$ cat config.mk
export PLATFORM = sky130hd
export DESIGN_NAME = imu_encoder_frame_parser_top
export DESIGN_NICKNAME = d
export VERILOG_FILES = /design/src/imuefp_pkg.sv /design/src/imu_encoder_frame_parser_top.sv /design/src/imuefp_ctrl.sv /design/src/imuefp_out.sv
export SDC_FILE = /design/constraint.sdc
export NUM_CORES = 1
export LEC_CHECK = 0
export ABC_AREA = 1
export BUFFER_PORTS_ARGS = -buffer_cell sky130_fd_sc_hd__buf_2
export CAP_MARGIN = 15
export CORE_MARGIN = 10
export CORE_UTILIZATION = 50
export DETAILED_ROUTE_END_ITERATION = 12
export MAX_ROUTING_LAYER = met4
export PLACE_DENSITY = 0.75
export SLEW_MARGIN = 20
export SYNTH_ARGS = -nofsm -noshare
export SYNTH_HDL_FRONTEND = slang
export SYNTH_HIERARCHICAL = 1
export SYNTH_SLANG_ARGS = --single-unit
$ cat constraint.sdc
create_clock -name clk -period 6.6 [get_ports clk]
set_input_delay 0.99 -clock clk [delete_from_list [all_inputs] [get_ports clk]]
set_output_delay 0.99 -clock clk [all_outputs]
set_load 0.05 [all_outputs]
$ cat src/imuefp_pkg.sv
`timescale 1ns / 1ps

package imuefp_pkg;

    localparam int unsigned PAYLOAD_LEN = 16;
    localparam int unsigned NUM_WORDS   = PAYLOAD_LEN / 2;
    localparam int unsigned CNT_W       = $clog2(PAYLOAD_LEN);

    localparam logic [7:0] SYNC_FIRST_RST  = 8'hF5;
    localparam logic [7:0] SYNC_SECOND_RST = 8'hFA;

    localparam logic [CNT_W-1:0] CNT_LAST = CNT_W'(PAYLOAD_LEN - 1);

    typedef enum logic [0:0] {
        REG_SYNC_FIRST  = 1'b0,
        REG_SYNC_SECOND = 1'b1
    } reg_idx_t;

    typedef enum logic [2:0] {
        PH_HUNT    = 3'b001,
        PH_SECOND  = 3'b010,
        PH_PAYLOAD = 3'b100
    } phase_t;

    typedef struct packed {
        logic [7:0] sync_first;
        logic [7:0] sync_second;
    } cfg_t;

    typedef struct packed {
        logic [15:0] acc_x;
        logic [15:0] acc_y;
        logic [15:0] acc_z;
        logic [15:0] gyro_x;
        logic [15:0] gyro_y;
        logic [15:0] gyro_z;
        logic [15:0] enc_one;
        logic [15:0] enc_two;
    } frame_t;

endpackage

$ cat src/imu_encoder_frame_parser_top.sv
`timescale 1ns / 1ps

// Frame parser for a two-byte-header serial stream of IMU and encoder data. One received
// byte is one item on the input channel; a byte can be taken in every clock cycle while
// in_ready is high. After the two header bytes (sync_first, sync_second) the next 16 bytes
// are gathered and one result of eight signed big-endian words leaves on the output channel,
// registered in the input byte register, then the output register. The output register
// frees the input side: in_ready drops only when the last byte of a frame meets a finished
// frame that is still waiting to be taken. Header registers are written through
// cfg_we/cfg_index/cfg_data and apply from the next header comparison.

module imu_encoder_frame_parser_top
    import imuefp_pkg::*;
(
    input  logic               clk,
    input  logic               rst_n,
    input  logic               cfg_we,
    input  logic [0:0]         cfg_index,
    input  logic [7:0]         cfg_data,
    input  logic               in_valid,
    output logic               in_ready,
    input  logic [7:0]         rx_byte,
    output logic               out_valid,
    input  logic               out_ready,
    output logic signed [15:0] acc_x,
    output logic signed [15:0] acc_y,
    output logic signed [15:0] acc_z,
    output logic signed [15:0] gyro_x,
    output logic signed [15:0] gyro_y,
    output logic signed [15:0] gyro_z,
    output logic signed [15:0] enc_one,
    output logic signed [15:0] enc_two
);

    cfg_t   cfg_reg;
    logic   res_valid;
    logic   res_busy;
    frame_t res_frame;
    frame_t out_frame;

    always_ff @(posedge clk or negedge rst_n)
    begin
        if (!rst_n)
        begin
            cfg_reg.sync_first  <= SYNC_FIRST_RST;
            cfg_reg.sync_second <= SYNC_SECOND_RST;
        end
        else if (cfg_we)
        begin
            unique case (reg_idx_t'(cfg_index))
                REG_SYNC_FIRST:  cfg_reg.sync_first  <= cfg_data;
                REG_SYNC_SECOND: cfg_reg.sync_second <= cfg_data;
                default: ;
            endcase
        end
    end

    imuefp_ctrl u_ctrl (
        .clk       (clk),
        .rst_n     (rst_n),
        .cfg       (cfg_reg),
        .in_valid  (in_valid),
        .in_ready  (in_ready),
        .rx_byte   (rx_byte),
        .res_busy  (res_busy),
        .res_valid (res_valid),
        .res_frame (res_frame)
    );

    imuefp_out u_out (
        .clk       (clk),
        .rst_n     (rst_n),
        .res_valid (res_valid),
        .res_frame (res_frame),
        .res_busy  (res_busy),
        .out_valid (out_valid),
        .out_ready (out_ready),
        .out_frame (out_frame)
    );

    assign acc_x   = $signed(out_frame.acc_x);
    assign acc_y   = $signed(out_frame.acc_y);
    assign acc_z   = $signed(out_frame.acc_z);
    assign gyro_x  = $signed(out_frame.gyro_x);
    assign gyro_y  = $signed(out_frame.gyro_y);
    assign gyro_z  = $signed(out_frame.gyro_z);
    assign enc_one = $signed(out_frame.enc_one);
    assign enc_two = $signed(out_frame.enc_two);

endmodule

$ cat src/imuefp_ctrl.sv
`timescale 1ns / 1ps

module imuefp_ctrl
    import imuefp_pkg::*;
(
    input  logic       clk,
    input  logic       rst_n,
    input  cfg_t       cfg,
    input  logic       in_valid,
    output logic       in_ready,
    input  logic [7:0] rx_byte,
    input  logic       res_busy,
    output logic       res_valid,
    output frame_t     res_frame
);

    logic                  in_vld_reg;
    logic [7:0]            in_byte_reg;
    phase_t                phase_reg;
    phase_t                phase_next;
    logic [CNT_W-1:0]      count_reg;
    logic [CNT_W-1:0]      count_next;
    logic [7:0]            store_reg [PAYLOAD_LEN-1];
    logic [7:0]            pb [PAYLOAD_LEN];
    logic                  last;
    logic                  stall;
    logic                  fire;

    assign last     = (phase_reg == PH_PAYLOAD) && (count_reg == CNT_LAST);
    assign stall    = in_vld_reg && last && res_busy;
    assign fire     = in_vld_reg && !stall;
    assign in_ready = !in_vld_reg || !stall;

    always_ff @(posedge clk or negedge rst_n)
    begin
        if (!rst_n)
        begin
            in_vld_reg <= 1'b0;
        end
        else if (in_ready)
        begin
            in_vld_reg <= in_valid;
        end
    end

    always_ff @(posedge clk)
    begin
        if (in_valid && in_ready)
        begin
            in_byte_reg <= rx_byte;
        end
    end

    always_comb
    begin
        phase_next = PH_HUNT;
        count_next = '0;
        unique case (phase_reg)
            PH_HUNT:
            begin
                phase_next = (in_byte_reg == cfg.sync_first) ? PH_SECOND : PH_HUNT;
            end
            PH_SECOND:
            begin
                phase_next = (in_byte_reg == cfg.sync_second) ? PH_PAYLOAD : PH_HUNT;
            end
            PH_PAYLOAD:
            begin
                if (count_reg != CNT_LAST)
                begin
                    phase_next = PH_PAYLOAD;
                    count_next = count_reg + CNT_W'(1);
                end
            end
            default:
            begin
                phase_next = PH_HUNT;
            end
        endcase
    end

    always_ff @(posedge clk or negedge rst_n)
    begin
        if (!rst_n)
        begin
            phase_reg <= PH_HUNT;
            count_reg <= '0;
        end
        else if (fire)
        begin
            phase_reg <= phase_next;
            count_reg <= count_next;
        end
    end

    // shift payload in, oldest byte at index 0
    always_ff @(posedge clk)
    begin
        if (fire && (phase_reg == PH_PAYLOAD))
        begin
            for (int i = 0; i < PAYLOAD_LEN - 2; i++)
            begin
                store_reg[i] <= store_reg[i+1];
            end
            store_reg[PAYLOAD_LEN-2] <= in_byte_reg;
        end
    end

    always_comb
    begin
        for (int i = 0; i < PAYLOAD_LEN - 1; i++)
        begin
            pb[i] = store_reg[i];
        end
        pb[PAYLOAD_LEN-1] = in_byte_reg;
    end

    assign res_valid         = fire && last;
    assign res_frame.acc_x   = {pb[0],  pb[1]};
    assign res_frame.acc_y   = {pb[2],  pb[3]};
    assign res_frame.acc_z   = {pb[4],  pb[5]};
    assign res_frame.gyro_x  = {pb[6],  pb[7]};
    assign res_frame.gyro_y  = {pb[8],  pb[9]};
    assign res_frame.gyro_z  = {pb[10], pb[11]};
    assign res_frame.enc_one = {pb[12], pb[13]};
    assign res_frame.enc_two = {pb[14], pb[15]};

endmodule

$ cat src/imuefp_out.sv
`timescale 1ns / 1ps

module imuefp_out
    import imuefp_pkg::*;
(
    input  logic   clk,
    input  logic   rst_n,
    input  logic   res_valid,
    input  frame_t res_frame,
    output logic   res_busy,
    output logic   out_valid,
    input  logic   out_ready,
    output frame_t out_frame
);

    logic   valid_reg;
    frame_t frame_reg;

    assign res_busy  = valid_reg && !out_ready;
    assign out_valid = valid_reg;
    assign out_frame = frame_reg;

    always_ff @(posedge clk or negedge rst_n)
    begin
        if (!rst_n)
        begin
            valid_reg <= 1'b0;
        end
        else if (res_valid)
        begin
            valid_reg <= 1'b1;
        end
        else if (out_ready)
        begin
            valid_reg <= 1'b0;
        end
    end

    always_ff @(posedge clk)
    begin
        if (res_valid)
        begin
            frame_reg <= res_frame;
        end
    end

endmodule

==> results.sh <==
export IMPL_fp_dieW_um=155.3
export IMPL_syn_avg_cell_area_um2=20.56
export IMPL_hpwl_mm=10.24
export IMPL_drc_errors=0
export IMPL_syn_inst=445
export IMPL_hold_path_class="register to register"
export IMPL_cpPeakStageDelay_ns=0.73
export IMPL_wl_mm=15.41
export IMPL_io_pin_count=152
export IMPL_grt_pass1_vias=4451
export IMPL_firstDrtPassIters=6
export IMPL_synthesis_nets=468
export IMPL_worst_slack_ns=3.636
export IMPL_relSlewSlack_pct=34.44
export IMPL_syn2layout_area_growth_pct=20.80
export IMPL_holdPathEnd="u_out/out_frame[120]"
export IMPL_final_max_slew_viol_count=0
export IMPL_ant_nets=0
export IMPL_finalNonFillerCells=874
export IMPL_drt_iter0_markers=333
export IMPL_critPathTopFamily="buffers and inverters"
export IMPL_period_share_pct=44.92
export IMPL_row_count=49
export IMPL_finalWorstPathRequiredPeriod_ns=2.964
export IMPL_cts_sinks=281
export IMPL_grt_total_usage_pct=12.60
export IMPL_grt_max_degree=107
export IMPL_synth_top_area_cell="edfxtp_1"
export IMPL_post_place_ws_ns=3.137
export IMPL_tightest_slew_ns=0.9834
export IMPL_rsz0062_at_grt="no"
export IMPL_min_from="u_ctrl/store_reg[0][0]"
export IMPL_drive_gt1_share_pct=33.80
export IMPL_root_buffer="clkbuf_16"
export IMPL_wl_per_cell_um=17.63
export IMPL_synth_seq_cells=281
export IMPL_cap_violations=0
export IMPL_reg2reg_depth=7
export IMPL_antenna_diode_count=0
export IMPL_rr_endpoint="u_ctrl/store_reg[9][3]"
export IMPL_criticalPathCategory="register to register"
export IMPL_cts_resized=0
export IMPL_netlist_area_um2=9151
export IMPL_largest_reg_flops=128
export IMPL_critPathMaxFanout=77
export IMPL_hold_violations=0
export IMPL_cts_hold_buffers=0
export IMPL_cts_tree="built"
export IMPL_min_path_cells=0
export IMPL_numCtsBuffers=27
export IMPL_ir_drop_mv=0.2342
export IMPL_skew_ns=0.008067
export IMPL_crit_chain="ha_1, nand3_2, nor2_4, a21boi_2, nand2_2, inv_4, buf_4"
export IMPL_tns_ns=0
export IMPL_antenna_found_initial=0
export IMPL_finalSetupViolCount=0
export IMPL_clk_pin_slew_worst_paths_ns=0.06
export IMPL_gp_congestion=0.8252
export IMPL_htreeDepth=1
export IMPL_cp_end_kind="register"
export IMPL_rrSetupSlack_ns=3.64
export IMPL_vias_per_cell=4.828
export IMPL_power_density_nw_per_um2=315.5
export IMPL_grt_pass1_wl_mm=23.90
export IMPL_routed_via_count=4220
export IMPL_final_nets=647
export IMPL_power_leakage_nw=4.075
export IMPL_reg2reg_from="u_ctrl/count_reg[0]"
export IMPL_start_util_pct=50.94
export IMPL_globalRoute_totalOverflow=0
export IMPL_synthTopCellsByArea="edfxtp_1 (84%), dfstp_2 (3.7%), dfrtp_1 (3.3%)"
export IMPL_cp_required_ns=6.74
export IMPL_die_y_um=155.3
export IMPL_placedCellCount=824
export IMPL_io_buffers=151
export IMPL_seq_area_frac_synth_pct=91.02
export IMPL_cts_max_path_buffers=3
export IMPL_synth_top_area_share_pct=84.00
export IMPL_coreArea_um2=17960
export IMPL_cp_data_arrival_time_ns=3.10
export IMPL_cp_start_kind="register"
export IMPL_final_core_util_pct=61.54
export IMPL_max_freq_ghz=0.3373
export IMPL_slowest_stage="inv_4"
export IMPL_cts_setup_buffers=0
export IMPL_yosysWarnings=6
export IMPL_ys_types=24
export IMPL_status="complete, no violations"
export IMPL_design_die_area_um2=24110
export IMPL_clk_latency_ns=0.51
export IMPL_cp_num_buf_inv=2
[synthesized netlist by cell type]
| cell type | number |
|---|---|
| nand2_4 | 2 |
| nand3_4 | 2 |
| nand3_2 | 1 |
| o21ai_1 | 2 |
| nand4_1 | 1 |
| inv_8 | 1 |
| a21boi_2 | 1 |
| nor2_4 | 1 |
| nor3_1 | 3 |
| nor2_1 | 8 |
| dfrtp_1 | 12 |
| nor2_2 | 1 |
| o21ai_0 | 3 |
| ha_1 | 1 |
| nand2_2 | 3 |
| a21oi_1 | 1 |
| xnor2_1 | 11 |
| edfxtp_1 | 256 |
| inv_2 | 2 |
| inv_1 | 22 |
| buf_6 | 3 |
| nand2_1 | 75 |
| nand3_1 | 20 |
| dfstp_2 | 13 |
[metal layers]
layer | share of wire, % | wire [um] | GRT usage, % | vias up
met5 | 0 | 0 | - | -
met4 | 1.1 | 163 | 3.119 | 0
met3 | 8.2 | 1265 | 3.612 | 20
met2 | 47 | 7202 | 19.31 | 156
met1 | 44 | 6779 | 16.42 | 2051
li1 | - | - | - | 1993
[report_power, final]
group | switching [W] | total [W] | internal, W | leakage [nW]
Clock | 0.000592 | 0.00146 | 0.000864 | 0.417
Sequential | 0.0000170 | 0.00196 | 0.00195 | 2.60
Combinational | 0.0000405 | 0.0000692 | 0.0000287 | 1.06
Total | 0.000649 | 0.00349 | 0.00284 | 4.07
[worst max-delay path by stage]
stage | cells after the start | endpoint | from | slack (ns)
finish | 7 | u_ctrl/store_reg[9][3] | u_ctrl/count_reg[0] | 3.64
global route | 7 | u_ctrl/store_reg[8][3] | u_ctrl/count_reg[0] | 3.44
detailed placement | 8 | u_ctrl/store_reg[1][0] | out_ready | 3.14
CTS | 7 | u_ctrl/store_reg[9][3] | u_ctrl/count_reg[0] | 3.60
global placement | 8 | u_ctrl/store_reg[0][3] | out_ready | 3.29
floorplan | 6 | u_out/out_frame[0] | out_ready | 1.35
[cells in the final DEF, fill, tap and decap left out, types with 2 or more instances in the layout]
cell	instances
o21ai_0	3
clkbuf_16	27
nor2_4	2
clkbuf_1	7
nand3_1	20
clkinv_1	6
xnor2_1	11
buf_2	151
clkbuf_8	3
nand2_4	2
bufinv_16	2
inv_1	22
nor3_1	3
clkinv_2	3
nor2_1	7
dfstp_2	13
nand2_1	75
nand2_2	3
dfrtp_1	12
edfxtp_1	256
o21ai_1	2
nand3_4	2
[worst reg2reg max path, delay by kind of cell (launching register included)]
kind,cells,cell delay [ns]
AND/OR/NAND/NOR,3,0.29
adder cells (fa/ha/maj),1,0.24
buffers and inverters,2,1.38
flip-flops,1,0.40
AO/OA/AOI/OAI,1,0.28
[through the flow]
step | instance area, um2 | hold WS (ns) | power (W)
2_1_floorplan | 9154 | 0.4003 | 0.002047
3_3_place_gp | 10200 | 0.4022 | 0.002065
3_5_place_dp | 10200 | 0.4071 | 0.002069
4_1_cts | 11050 | 0.4210 | 0.003525
5_1_grt | 11050 | 0.4239 | 0.003617
6_report | 11050 | 0.4214 | 0.003487
[kinds of logic (layout without fill, tap and decap cells)]
logic type	Yosys count	after routing	synth area share (%)
compound gates	7	7	0.4511
xor+xnor	11	11	1.053
flops	281	281	91.02
buf+inv	28	228	1.477
fa+ha+maj	1	1	0.1367
simple gates	117	117	5.866
[cell type report]
cell class,instances,area (um2)
clock buffer,37,743.2
clock inverter,13,113.9
fill,1279,6909
inverter,25,103.9
multi-input combinational,136,694.4
sequential,281,8329
tap,229,286.5
timing repair buffer,153,783.3
Note: power is estimated with default switching activity, not from simulation.
